===== src/rbm_pkg.sv =====
package rbm_pkg;

	typedef enum logic [1:0] {
		OP_DURATION = 2'd0,
		OP_PAIR     = 2'd1,
		OP_COST     = 2'd2,
		OP_FINISH   = 2'd3
	} op_t;

	typedef enum logic [1:0] {
		ERR_OK          = 2'd0,
		ERR_NO_DURATION = 2'd1,
		ERR_NO_VEHICLE  = 2'd2
	} err_t;

	typedef enum logic [1:0] {
		REG_END_OF_DAY        = 2'd0,
		REG_COST_PER_DISTANCE = 2'd1,
		REG_PER_VEHICLE_MODE  = 2'd2,
		REG_VEHICLE_COUNT     = 2'd3
	} reg_idx_t;

	typedef enum logic [1:0] {
		SRC_GCD   = 2'd0,
		SRC_CDIFF = 2'd1,
		SRC_SPAN  = 2'd2
	} src_t;

	typedef enum logic [1:0] {
		FAC_TIME     = 2'd0,
		FAC_DISTANCE = 2'd1,
		FAC_COST     = 2'd2,
		FAC_COUNT    = 2'd3
	} fac_t;

	typedef enum logic [1:0] {
		DST_WIDE = 2'd0,
		DST_DEN  = 2'd1,
		DST_COST = 2'd2
	} dst_t;

	typedef enum logic [3:0] {
		S_IDLE,
		S_GCD,
		S_PAIR_MUL,
		S_PAIR_CMP,
		S_MUL_DEN,
		S_MUL_COST,
		S_MUL_SPAN,
		S_MUL_RATE,
		S_MUL_COUNT,
		S_COMBINE,
		S_FIX,
		S_DIVIDE,
		S_EMIT
	} state_t;

	typedef struct packed {
		logic [15:0] end_of_day;
		logic [31:0] cost_per_distance;
		logic        per_vehicle_mode;
		logic [7:0]  vehicle_count;
	} cfg_t;

	typedef struct packed {
		logic accept;
		logic gcd_step;
		logic pair_mul;
		logic pair_cmp;
		logic mul_step;
		logic mul_fresh;
		src_t mul_src;
		fac_t mul_fac;
		dst_t mul_dst;
		logic combine;
		logic fix;
		logic div_step;
		logic emit;
	} cmd_t;

	typedef struct packed {
		op_t  in_op;
		logic dur_zero;
		logic tt_zero;
		logic fin_error;
		logic per_vehicle;
		logic gcd_done;
		logic mul_last;
		logic div_last;
		logic out_busy;
	} status_t;

endpackage


===== src/rbm_ctrl.sv =====
module rbm_ctrl (
	input  logic             clk,
	input  logic             arst_n,
	input  logic             in_valid,
	output logic             in_ready,
	input  rbm_pkg::status_t status,
	output rbm_pkg::cmd_t    cmd
);
	rbm_pkg::state_t state_q, state_d;

	always_ff @(posedge clk or negedge arst_n) begin
		if (!arst_n) begin
			state_q <= rbm_pkg::S_IDLE;
		end else begin
			state_q <= state_d;
		end
	end

	always_comb begin
		state_d = state_q;
		unique case (state_q)
			rbm_pkg::S_IDLE: begin
				if (in_valid) begin
					unique case (status.in_op)
						rbm_pkg::OP_DURATION:
							state_d = status.dur_zero ? rbm_pkg::S_IDLE : rbm_pkg::S_GCD;
						rbm_pkg::OP_PAIR:
							state_d = status.tt_zero ? rbm_pkg::S_IDLE : rbm_pkg::S_PAIR_MUL;
						rbm_pkg::OP_COST:
							state_d = rbm_pkg::S_IDLE;
						rbm_pkg::OP_FINISH:
							state_d = status.fin_error ? rbm_pkg::S_EMIT : rbm_pkg::S_MUL_DEN;
						default:
							state_d = rbm_pkg::S_IDLE;
					endcase
				end
			end
			rbm_pkg::S_GCD:      if (status.gcd_done) state_d = rbm_pkg::S_IDLE;
			rbm_pkg::S_PAIR_MUL: state_d = rbm_pkg::S_PAIR_CMP;
			rbm_pkg::S_PAIR_CMP: state_d = rbm_pkg::S_IDLE;
			rbm_pkg::S_MUL_DEN: begin
				if (status.mul_last) begin
					state_d = status.per_vehicle ? rbm_pkg::S_MUL_COST : rbm_pkg::S_MUL_SPAN;
				end
			end
			rbm_pkg::S_MUL_COST: if (status.mul_last) state_d = rbm_pkg::S_MUL_SPAN;
			rbm_pkg::S_MUL_SPAN: if (status.mul_last) state_d = rbm_pkg::S_MUL_RATE;
			rbm_pkg::S_MUL_RATE: begin
				if (status.mul_last) begin
					state_d = status.per_vehicle ? rbm_pkg::S_MUL_COUNT : rbm_pkg::S_COMBINE;
				end
			end
			rbm_pkg::S_MUL_COUNT: if (status.mul_last) state_d = rbm_pkg::S_COMBINE;
			rbm_pkg::S_COMBINE:   state_d = rbm_pkg::S_FIX;
			rbm_pkg::S_FIX:       state_d = rbm_pkg::S_DIVIDE;
			rbm_pkg::S_DIVIDE:    if (status.div_last) state_d = rbm_pkg::S_EMIT;
			rbm_pkg::S_EMIT:      if (!status.out_busy) state_d = rbm_pkg::S_IDLE;
			default:              state_d = rbm_pkg::S_IDLE;
		endcase
	end

	always_comb begin
		cmd           = '0;
		cmd.mul_src   = rbm_pkg::SRC_GCD;
		cmd.mul_fac   = rbm_pkg::FAC_TIME;
		cmd.mul_dst   = rbm_pkg::DST_WIDE;
		in_ready      = 1'b0;
		unique case (state_q)
			rbm_pkg::S_IDLE: begin
				in_ready   = 1'b1;
				cmd.accept = in_valid;
			end
			rbm_pkg::S_GCD:      cmd.gcd_step = 1'b1;
			rbm_pkg::S_PAIR_MUL: cmd.pair_mul = 1'b1;
			rbm_pkg::S_PAIR_CMP: cmd.pair_cmp = 1'b1;
			rbm_pkg::S_MUL_DEN: begin
				cmd.mul_step  = 1'b1;
				cmd.mul_fresh = 1'b1;
				cmd.mul_src   = rbm_pkg::SRC_GCD;
				cmd.mul_fac   = rbm_pkg::FAC_TIME;
				cmd.mul_dst   = rbm_pkg::DST_DEN;
			end
			rbm_pkg::S_MUL_COST: begin
				cmd.mul_step  = 1'b1;
				cmd.mul_fresh = 1'b1;
				cmd.mul_src   = rbm_pkg::SRC_CDIFF;
				cmd.mul_fac   = rbm_pkg::FAC_TIME;
				cmd.mul_dst   = rbm_pkg::DST_COST;
			end
			rbm_pkg::S_MUL_SPAN: begin
				cmd.mul_step  = 1'b1;
				cmd.mul_fresh = 1'b1;
				cmd.mul_src   = rbm_pkg::SRC_SPAN;
				cmd.mul_fac   = rbm_pkg::FAC_DISTANCE;
			end
			rbm_pkg::S_MUL_RATE: begin
				cmd.mul_step = 1'b1;
				cmd.mul_fac  = rbm_pkg::FAC_COST;
			end
			rbm_pkg::S_MUL_COUNT: begin
				cmd.mul_step = 1'b1;
				cmd.mul_fac  = rbm_pkg::FAC_COUNT;
			end
			rbm_pkg::S_COMBINE: cmd.combine  = 1'b1;
			rbm_pkg::S_FIX:     cmd.fix      = 1'b1;
			rbm_pkg::S_DIVIDE:  cmd.div_step = 1'b1;
			rbm_pkg::S_EMIT:    cmd.emit     = !status.out_busy;
			default: ;
		endcase
	end
endmodule


===== config.mk =====
export PLATFORM = sky130hd
export DESIGN_NAME = rbm_ctrl
export DESIGN_NICKNAME = d
export VERILOG_FILES = /design/src/rbm_pkg.sv /design/src/rbm_ctrl.sv
export SDC_FILE = /design/constraint.sdc
export NUM_CORES = 1
export LEC_CHECK = 0
export BUFFER_PORTS_ARGS = -buffer_cell sky130_fd_sc_hd__buf_2
export CORE_AREA = 2 2 39 41
export DETAILED_ROUTE_END_ITERATION = 10
export DIE_AREA = 0 0 41 43
export PLACE_DENSITY_LB_ADDON = 0.08
export SYNTH_ARGS = -nofsm -noshare
export SYNTH_HDL_FRONTEND = slang
export SYNTH_SLANG_ARGS = --single-unit

===== constraint.sdc =====
create_clock -name clk -period 4.8 [get_ports clk]
set_input_delay 0.72 -clock clk [delete_from_list [all_inputs] [get_ports clk]]
set_output_delay 0.72 -clock clk [all_outputs]
set_load 0.01 [all_outputs]

==> results.toml <==
[run_status]
status = "complete, no violations"

[clock_tree]
cts_max_path_buffers = 2
clk_pin_slew_ps = 40
cts_max_level = 1
cts_setup_buffers = 0
clock_sinks = 4
insertion_delay_ps = 250
cts-root-buf = "clkbuf_4"
cts_tree = "built"
cts_buffers = 3
cts_hold_buf = 0
ctsResizeCount = 0

[synthesis]
synthesis.area_um2 = 515
avgSynthCellArea_um2 = 6.61
synth.most_common_cell = "nor2_1"
synth_edf_count = 0
syn-num-nets = 91
async_flop_share_pct = 100
syn_inst = 78
synth.distinct_cells = 28
netlist.area_leader.share_pct = 19.4
ys_seq_elements = 4
synth_area_leaders = "dfrtp_1 (19%), nor2_1 (10%), a31oi_1 (6.1%), clkbuf_1 (5.1%), a21oi_1 (4.9%)"
yosysWarningCount = 0
synth_flop_cell = "dfrtp_1"
yosys-top-cells-count = "nor2_1 (14), clkbuf_1 (7), nand2_1 (6)"
yosysSeqAreaShare_pct = 19.4
netlist.top_cell.by_area = "dfrtp_1"

[die]
rows = 14
ioPinCount = 30
start_util_pct = 37.3
die_area_um2 = 1760
die_h_um = 43
core_um2 = 1380
die_x_um = 41

[sta]
hold_violations = 0
max_freq_mhz = 429
rsz0062_at_grt = "false"
setup_viol = 0
period_needed_ps = 2330
slew_headroom_pct = 70.0
holdWs_ps = 266
fin_worst_skew_ps = 9.61
tightestPinTransition_ps = 449
slew_violations = 0
fin_setup_tns_ps = 0
fin_crit_sh_pct = 48.6

[global_routing]
track_usage_pct = 18.2
gr-usage-met3_pct = 1.57
grt-busiest-layer = "met2"
grt_overflow = 0
grt_max_degree = 17
grt_pass1_wl_mm = 2.19
antenna_found_initial = 0
grt_pass1_vias = 518
use_met2_pct = 25.6
grt_use_met1_pct = 25.5

[layout]
finalNetCount = 117
regMostFlops = "state_q"
syn_to_final_growth_pct = 29.1
antenna_cells = 0
largest_reg_flops = 4
drive_above_1_share_pct = 33.3
largestRegisters = "state_q (4)"
ff_latch_area_um2 = 100
nFillCells = 147
multiInputGateArea_um2 = 374

[route]
drc = 0
routedWlPerCell_um = 12.3
drtAntennaViolNets = 0
viasPerCell = 5.40
first_pass_iters = 4
num_vias = 637
wl_mm = 1.45
drt-initial-drc-count = 12

[power_and_ir_drop]
ir_drop_mv = 0.257
cellPowerDensity_nw_per_um2 = 655
p_total_uw = 436
p_leak_nw = 0.343

[critical_path]
critPathTopFamily = "flip-flops"
reg2reg_from = "state_q[0]"
crit_start = "state_q[2]"
worstSetupPathType = "flop to primary output"
startpoint_type = "flop"
crit_arrival_ps = 1610
path_buf_inv = 1
slowest_delay_ps = 500
cp_cell_sequence = "nand2b_1, mux2_2, nor2_1, buf_2"
end_kind = "primary output"
cp_slowest_cell = "dfrtp_1"
required_ps = 4080
critPathMaxFanout = 14

[placed_design]
io_buffers = 29
routabilityCongestion = 0.911
dp_hpwl_mm = 1.07

[worst_hold_path]
hold_class = "primary input to async pin"

[run]
drv_cap = 0
kinds of logic (layout without fill, tap and decap cells):
family	Yosys count	in the layout	share of synthesized area (%)
and+or+nand+nor	39	39	38.4
DFF	4	4	19.4
buffers and inverters	9	33	8.01
AOI/OAI and AO/OA	24	24	29.9
muxes	2	2	4.37
metal layers:
metal  part of all wire [%]  up-vias  wire length, um
met5                      0        -                0
met4                    1.8        0               26
met3                    5.6        3               81
met2                     47       24              686
met1                     45      283              654
li1                       -      327                -
cell type report:
type	count	area share, %
Multi-Input combinational cell	65	56.2
Tap cell	16	3.01
Clock buffer	3	3.38
Sequential cell	4	15.0
Inverter	1	0.564
Timing Repair Buffer	29	21.8
worst register-to-register path: cells and delay by family, from the launching register on:
kind,cells,cell delay [ps]
and+or+nand+nor,2,760
DFF,1,530
AOI/OAI and AO/OA,2,480
worst paths after layout:
| kind | slack [ps] | depth (start not counted) | to |
|---|---|---|---|
| worst max-delay path | 2470 | 4 | cmd[6] |
| worst min-delay path | 270 | 1 | state_q[2] |
| worst max register to register | 2950 | 4 | state_q[0] |
| worst min register to register | 750 | 2 | state_q[3] |
| max in group asynchronous | 4410 | 1 | state_q[0] |
| min in group clk | 750 | 2 | state_q[3] |
metrics by stage:
stage,utilization [%],instance area [um2],setup WS (ps),std cells
after floorplan,-,515,2910,78
after global placement,46.5,643,2780,115
after detailed placement,46.5,643,2740,115
after CTS,48.1,666,2470,118
after global routing,48.1,666,2380,118
final,48.1,666,2470,118
cells in the final DEF (no fill, tap or decap), drive strengths merged, types with 2 or more instances in the layout:
| master | count |
|---|---|
| buf | 29 |
| o21ai | 5 |
| nand2 | 6 |
| mux2 | 2 |
| o21bai | 2 |
| and3b | 2 |
| clkbuf | 3 |
| a31oi | 5 |
| and3 | 2 |
| or2 | 2 |
| nor2 | 14 |
| nor2b | 3 |
| nand2b | 4 |
| dfrtp | 4 |
| or3 | 2 |
| a21oi | 5 |
| nor3 | 2 |
report_power, final:
part,switching (mW),internal [mW],total (mW)
Clock,0.0159,0.0281,0.0440
Sequential,0.0570,0.0513,0.108
Combinational,0.159,0.124,0.284
Total,0.232,0.204,0.436
Power figures use the tool's default switching activity.
