## src/rbm_pkg.sv

```systemverilog
package rbm_pkg;

	typedef enum logic [1:0] {
		OP_DURATION = 2'd0,
		OP_PAIR     = 2'd1,
		OP_COST     = 2'd2,
		OP_FINISH   = 2'd3
	} op_t;

	typedef enum logic [1:0] {
		ERR_OK          = 2'd0,
		ERR_NO_DURATION = 2'd1,
		ERR_NO_VEHICLE  = 2'd2
	} err_t;

	typedef enum logic [1:0] {
		REG_END_OF_DAY        = 2'd0,
		REG_COST_PER_DISTANCE = 2'd1,
		REG_PER_VEHICLE_MODE  = 2'd2,
		REG_VEHICLE_COUNT     = 2'd3
	} reg_idx_t;

	typedef enum logic [1:0] {
		SRC_GCD   = 2'd0,
		SRC_CDIFF = 2'd1,
		SRC_SPAN  = 2'd2
	} src_t;

	typedef enum logic [1:0] {
		FAC_TIME     = 2'd0,
		FAC_DISTANCE = 2'd1,
		FAC_COST     = 2'd2,
		FAC_COUNT    = 2'd3
	} fac_t;

	typedef enum logic [1:0] {
		DST_WIDE = 2'd0,
		DST_DEN  = 2'd1,
		DST_COST = 2'd2
	} dst_t;

	typedef enum logic [3:0] {
		S_IDLE,
		S_GCD,
		S_PAIR_MUL,
		S_PAIR_CMP,
		S_MUL_DEN,
		S_MUL_COST,
		S_MUL_SPAN,
		S_MUL_RATE,
		S_MUL_COUNT,
		S_COMBINE,
		S_FIX,
		S_DIVIDE,
		S_EMIT
	} state_t;

	typedef struct packed {
		logic [15:0] end_of_day;
		logic [31:0] cost_per_distance;
		logic        per_vehicle_mode;
		logic [7:0]  vehicle_count;
	} cfg_t;

	typedef struct packed {
		logic accept;
		logic gcd_step;
		logic pair_mul;
		logic pair_cmp;
		logic mul_step;
		logic mul_fresh;
		src_t mul_src;
		fac_t mul_fac;
		dst_t mul_dst;
		logic combine;
		logic fix;
		logic div_step;
		logic emit;
	} cmd_t;

	typedef struct packed {
		op_t  in_op;
		logic dur_zero;
		logic tt_zero;
		logic fin_error;
		logic per_vehicle;
		logic gcd_done;
		logic mul_last;
		logic div_last;
		logic out_busy;
	} status_t;

endpackage

```

## src/rbm_regs.sv

```systemverilog
module rbm_regs (
	input  logic               clk,
	input  logic               arst_n,
	input  logic               psel,
	input  logic               penable,
	input  logic               pwrite,
	input  logic [3:0]         paddr,
	input  logic [31:0]        pwdata,
	output logic [31:0]        prdata,
	output logic               pready,
	output rbm_pkg::cfg_t      cfg
);
	rbm_pkg::cfg_t     cfg_q;
	rbm_pkg::reg_idx_t idx;
	logic              wr;

	assign idx    = rbm_pkg::reg_idx_t'(paddr[3:2]);
	assign wr     = psel && penable && pwrite;
	assign pready = 1'b1;
	assign cfg    = cfg_q;

	always_ff @(posedge clk or negedge arst_n) begin
		if (!arst_n) begin
			cfg_q.end_of_day        <= 16'd1440;
			cfg_q.cost_per_distance <= 32'd65536;
			cfg_q.per_vehicle_mode  <= 1'b0;
			cfg_q.vehicle_count     <= 8'd1;
		end else if (wr) begin
			unique case (idx)
				rbm_pkg::REG_END_OF_DAY:        cfg_q.end_of_day <= pwdata[15:0];
				rbm_pkg::REG_COST_PER_DISTANCE: cfg_q.cost_per_distance <= pwdata;
				rbm_pkg::REG_PER_VEHICLE_MODE:  cfg_q.per_vehicle_mode <= pwdata[0];
				rbm_pkg::REG_VEHICLE_COUNT:     cfg_q.vehicle_count <= pwdata[7:0];
				default: ;
			endcase
		end
	end

	always_comb begin
		unique case (idx)
			rbm_pkg::REG_END_OF_DAY:        prdata = {16'd0, cfg_q.end_of_day};
			rbm_pkg::REG_COST_PER_DISTANCE: prdata = cfg_q.cost_per_distance;
			rbm_pkg::REG_PER_VEHICLE_MODE:  prdata = {31'd0, cfg_q.per_vehicle_mode};
			rbm_pkg::REG_VEHICLE_COUNT:     prdata = {24'd0, cfg_q.vehicle_count};
			default:                        prdata = 32'd0;
		endcase
	end
endmodule

```

## config.mk

```make
export PLATFORM = sky130hd
export DESIGN_NAME = rbm_regs
export DESIGN_NICKNAME = d
export VERILOG_FILES = /design/src/rbm_pkg.sv /design/src/rbm_regs.sv
export SDC_FILE = /design/constraint.sdc
export NUM_CORES = 1
export LEC_CHECK = 0
export ABC_AREA = 1
export BUFFER_PORTS_ARGS = -buffer_cell sky130_fd_sc_hd__buf_4
export CORE_ASPECT_RATIO = 0.75
export CORE_MARGIN = 2
export CORE_UTILIZATION = 49
export DETAILED_ROUTE_END_ITERATION = 7
export MAX_ROUTING_LAYER = met4
export PLACE_DENSITY = 0.89
export SLEW_MARGIN = 40
export SYNTH_ARGS = -nofsm -noshare
export SYNTH_HDL_FRONTEND = slang
export SYNTH_SLANG_ARGS = --single-unit
```

## constraint.sdc

```tcl
create_clock -name clk -period 2.3 [get_ports clk]
set_input_delay 0.345 -clock clk [delete_from_list [all_inputs] [get_ports clk]]
set_output_delay 0.345 -clock clk [all_outputs]
set_load 0.02 [all_outputs]
```

==> reports/qor.yml, run 1 <==
slowest_stage: "inv_2"
clkTransAtPathRegs_ns: 0.07
num_vias: 2605
grt_overflow: 0
fin_tns_setup_ns: 0
tightest_slew_ns: 0.7020
wl_per_cell_um: 12.66
place.gp.congestion: 0.8445
synth_edf_count: 0
core_sq_mm: 0.005266
antenna_found_initial: 0
drv_cap: 0
synth_cells: 351
ys_seq_elements: 57
synth_cell_types: 16
chipHeight_um: 67.63
area_growth_pct: 43.61
rsz0062_at_grt: "false"
crit_fanout: 18
max-clock-path-buffers: 2
ant_nets: 0
cts_resized: 0
path_delay_family: "buffers and inverters"
cpPeakStageDelay_ns: 0.33
ir_drop_mv: 0.4598
p_leak_uw: 0.002213
dp_cells: 542
drt_iter0_drc: 126
cts_buffers: 9
drt-pass1-iter-count: 4
io_pins: 131
hold_violations: 0
min-delay-path-class: "in -> async"
fin_crit_ns: 1.722
async_flop_share_pct: 100.0
syn-mean-instance-area_sq_um: 7.536
timing.fmax_mhz: 580.8
final_cell_mix: "221 x nand2_1, 128 x buf_4, 51 x dfrtp_1, 19 x inv_1, 18 x nor2_1"
fin_cells: 558
synth_area_sq_mm: 0.002645
crit_type: "in -> out"
grt_max_degree: 58
rr_startpoint: "cfg[0]$_DFFE_PN1P_"
clock_skew_ns: 0
grt_pass1_wl_mm: 10.44
final_common_cell: "nand2_1"
dp_hpwl_mm: 4.947
rr_endpoint: "cfg[0]$_DFFE_PN1P_"
worstPathArrival_ns: 1.38
post-route-drc-count: 0
cts.sinks: 57
start_kind: "primary input"
min_period_over_period_pct: 74.86
wirelength_mm: 7.067
fillers: 430
clk_latency_ns: 0.32
crit_chain: "buf_4 -> inv_2 -> nand2_4 -> inv_2 -> nand2_1 -> nand3_1 -> buf_4"
io_buffers: 127
r2r_cells: 2
routed_via_density: 4.668
r2r_slack_ns: 1.55
grt.total_usage_pct: 24.19
end_kind: "output pin"
n_antenna_cell: 0
largest_reg_flops: 57
p_per_area_mw_per_mm2: 895.0
yosys_warnings: 0
row_count: 23
setup_viol: 0
cts_hold_buf: 0
syn-num-nets: 392
start_util_pct: 50.23
grt_pass1_vias: 2223
crit_buf_inv: 4
cts_tree: "yes"
yosysSeqAreaShare_pct: 54.21
drv_slew: 0
h-tree-depth: 3
relSlewSlack_pct: 53.20
required_ns: 1.96
ys_dominant_reg_cell: "dfrtp_1"
root_buffer: "clkbuf_8"
outcome: "completed"
post_cts_buffers: 0
layout-drive-gt1-share_pct: 32.51
die_x_um: 88.84
dieArea_sq_mm: 0.006008
nNetsFinal: 519
cells in the mapped netlist (2+ instances only):
library cell | n | area share (%)
inv_2 | 2 | 0.28
buf_4 | 2 | 0.57
nor2_1 | 18 | 2.6
dfrtp_1 | 51 | 48
buf_6 | 5 | 2.1
nand2_4 | 2 | 0.85
inv_1 | 19 | 2.7
nor2_2 | 2 | 0.47
dfstp_2 | 6 | 6.0
nand2_1 | 221 | 31
nor2_4 | 2 | 0.85
nand3_1 | 12 | 2.3
buf_2 | 6 | 1.1
cells by family (layout without fill, tap and decap cells):
logic type	after synthesis	count (layout)	synth area share, %
AND/OR/NAND/NOR	259	259	38.84
other	1	1	0.1418
buffers and inverters	34	166	6.812
flip-flops	57	57	54.21
worst register-to-register path, delay by kind of cell (launching register included):
family        cells  cell delay [ns]
flops             1             0.55
simple gates      2             0.14
worst max path at each step:
stage              from         to  slack, ns  depth (start not counted)
6_report       paddr[3]  prdata[6]       0.58                          7
5_1_grt        paddr[3]  prdata[1]       0.49                          7
3_3_place_gp   paddr[3]  prdata[6]       0.60                          7
2_1_floorplan  paddr[2]  prdata[4]       0.83                          5
4_1_cts        paddr[3]  prdata[1]       0.57                          7
3_5_place_dp   paddr[3]  prdata[1]       0.57                          7
power by group:
| part | switching, uW | total, uW | internal (uW) |
|---|---|---|---|
| sequential | 172 | 1400 | 1230 |
| clock | 375 | 870 | 495 |
| combinational | 655 | 1130 | 478 |
| total | 1200 | 3400 | 2200 |
cell type report:
type                            count  area, sq um  area share (%)
Sequential cell                    57         1434           37.75
Inverter                           21        78.83           2.075
Timing Repair Buffer              129        980.9           25.82
Multi-Input combinational cell    260         1031           27.14
Tap cell                           75        93.84           2.470
Clock buffer                       12        135.1           3.557
Clock inverter                      4        45.04           1.186
per-layer routing:
layer,track usage [%],part of all wire [%],vias to the layer above
met1,31.00,42,1197
met5,-,0,-
met3,8.313,9.0,4
met4,6.250,0.35,0
li1,-,-,1298
met2,37.03,48,106
through the flow:
step | util (%) | power, uW | instance area (sq um) | worst slack, ns | hold slack, ns
2_1_floorplan | - | 1976 | 2645 | 0.8260 | 0.04941
3_3_place_gp | 68.71 | 2516 | 3618 | 0.5954 | 0.4363
3_5_place_dp | 68.71 | 2554 | 3618 | 0.5700 | 0.4415
4_1_cts | 72.13 | 3436 | 3799 | 0.5665 | 0.07284
5_1_grt | 72.13 | 3591 | 3799 | 0.4880 | 0.1016
6_report | 72.13 | 3400 | 3799 | 0.5783 | 0.05482
(Power assumes the default switching activity.)
==> run 2, diff against run 1 <==
Settings changed: CORE_UTILIZATION 49 to 46, PLACE_DENSITY 0.89 to 0.84.
Clock period 2.3 ns to 1.75 ns, I/O delays scaled along.
==> run 2 against run 1 <==
  * Sequential share of layout area shrank 0.50 points
  * Core utilization down 1.3 points
  * Power rose by 34%
  * Clock skew did not move
  * Highest routed layer unchanged
  * Design area increased by 1.4%
  * Largest power group unchanged
  * Via count increased by 1.4%
  * Critical path type is now reg -> out
==> reports/qor.yml, run 2 (synthesis gave the netlist of run 1 again) <==
outcome: "completed"
clkTransAtPathRegs_ns: 0.06  # about the same
nNetsFinal: 523  # +0.77%
dp_hpwl_mm: 5.055  # +2.2%
start_util_pct: 48.63  # -1.6 points
hold_ws_ns: 0.1299  # +0.07508 ns
fin_tns_setup_ns: 0  # unchanged
setup_viol: 0  # unchanged
worstPathArrival_ns: 1.19  # -0.19 ns
fin_crit_ns: 1.453
final_cell_mix: "221 x nand2_1, 131 x buf_4, 51 x dfrtp_1, 19 x inv_1, 18 x nor2_1"
cts_buffers: 9  # unchanged
ant_nets: 0  # unchanged
crit_fanout: 3  # -15
root_buffer: "clkbuf_8"
cts.sinks: 57  # unchanged
routed_via_density: 4.699  # +0.66%
n_antenna_cell: 0  # unchanged
grt_pass1_vias: 2483  # +12%
grt_pass1_wl_mm: 11.65  # +12%
antenna_found_initial: 0  # unchanged
drt-pass1-iter-count: 4  # unchanged
timing.fmax_mhz: 688.3
num_vias: 2641  # +1.4%
drt_iter0_drc: 115  # -8.7%
h-tree-depth: 3  # unchanged
dieArea_sq_mm: 0.006379  # +6.2%
largest_reg_flops: 57  # unchanged
post-route-drc-count: 0  # unchanged
clock_skew_ns: 0  # unchanged
p_leak_uw: 0.002241  # +1.3%
clk_latency_ns: 0.32  # about the same
drv_cap: 0  # unchanged
max-clock-path-buffers: 2  # unchanged
regArea_sq_mm: 0.001434  # unchanged
core_sq_mm: 0.005439  # +3.3%
wl_per_cell_um: 12.58  # -0.64%
io_buffers: 127  # unchanged
min-delay-path-class: "in -> reg"
drv_slew: 0  # unchanged
p_per_area_mw_per_mm2: 1180  # +32%
grt_overflow: 0  # unchanged
ir_drop_mv: 0.5931  # +29%
io_pins: 131  # unchanged
fillers: 451  # +4.9%
start_kind: "register"
layout-drive-gt1-share_pct: 33.06  # +0.55 points
min_period_over_period_pct: 83.02
required_ns: 1.49  # -0.47 ns
row_count: 23  # unchanged
end_kind: "output pin"
place.gp.congestion: 0.7975  # -5.6%
hold_violations: 0  # unchanged
crit_type: "reg -> out"
grt_max_degree: 58  # unchanged
wirelength_mm: 7.072  # about the same
final_common_cell: "nand2_1"
rsz0062_at_grt: "false"
area_growth_pct: 45.55
tightest_slew_ns: 0.7048  # +0.002828 ns
cts_tree: "yes"
utilization_pct: 70.78  # -1.3 points
grt.total_usage_pct: 23.75  # -0.44 points
post_cts_buffers: 0  # unchanged
relSlewSlack_pct: 53.01  # -0.19 points
die_x_um: 91.56  # +3.1%
chipHeight_um: 69.67  # +3.0%
multi_input_comb_area_sq_mm: 0.001031  # unchanged
-- run 2: cell types whose count changed in the layout (fill, tap and decap cells not counted), sizes merged --
cell         before  now
buf             129  132
clkbuf           12   13
clkinv            3    2
dlygate4sd3       0    1
-- run 2: critical path: stages (launching register included) --
cell     delay [ns]
dfstp_2        0.55
nand3_1        0.08
nand4_1        0.09
buf_4          0.15
-- run 2: repair_timing --
action | CTS | global route
hold endpoints to repair | 16 | 0
hold buffers | 1 | 0
gates resized for setup | 0 | 0
-- run 2: area by class of cell --
class	count	share of cell area, %
repair buffers	133	26.32
clock buffers	13	4.127
flip-flops and latches	57	37.24
well taps	75	2.437
clock inverters	3	1.040
inverters	21	2.047
multi-input cells	260	26.78
-- run 2: power by group --
part	leakage [uW]	switching, uW	internal, uW	total (uW)
clock network	0.000103	484	731	1220
logic	0.00143	858	632	1490
registers	0.000711	227	1610	1840
-- run 2: metrics by stage --
stage | instances | worst slack (ns) | area (sq um) | power (uW)
after detailed placement | 545 | 0.3116 | 3641 | 3357
after global placement | 545 | 0.3407 | 3641 | 3316
after floorplan | 351 | 0.4410 | 2645 | 2597
after CTS | 562 | 0.2751 | 3850 | 4592
final | 562 | 0.2971 | 3850 | 4543
after global routing | 562 | 0.2243 | 3850 | 4797
-- run 2: metal layers --
| metal | track usage [%] | up-vias | part of all wire [%] | routed length, um |
|---|---|---|---|---|
| met5 | - | - | 0 | 0 |
| met1 | 31.51 | 1231 | 43 | 3057 |
| li1 | - | 1310 | - | - |
| met3 | 6.413 | 6 | 7.9 | 561 |
| met2 | 36.11 | 94 | 48 | 3397 |
| met4 | 6.734 | 0 | 0.81 | 57 |
-- run 2: path summary, 6_finish.rpt --
kind	start	slack (ns)	cells past startpoint	to
min reg2reg	cfg[25]$_DFFE_PN1P_	0.47	2	cfg[25]$_DFFE_PN1P_
max reg2reg	cfg[0]$_DFFE_PN1P_	1.03	2	cfg[0]$_DFFE_PN1P_
min in group asynchronous	arst_n	0.53	2	cfg[13]$_DFFE_PN0P_
min	pwdata[26]	0.13	3	cfg[35]$_DFFE_PN0P_
max in group asynchronous	arst_n	0.74	2	cfg[5]$_DFFE_PN0P_
max	cfg[0]$_DFFE_PN1P_	0.30	3	prdata[0]
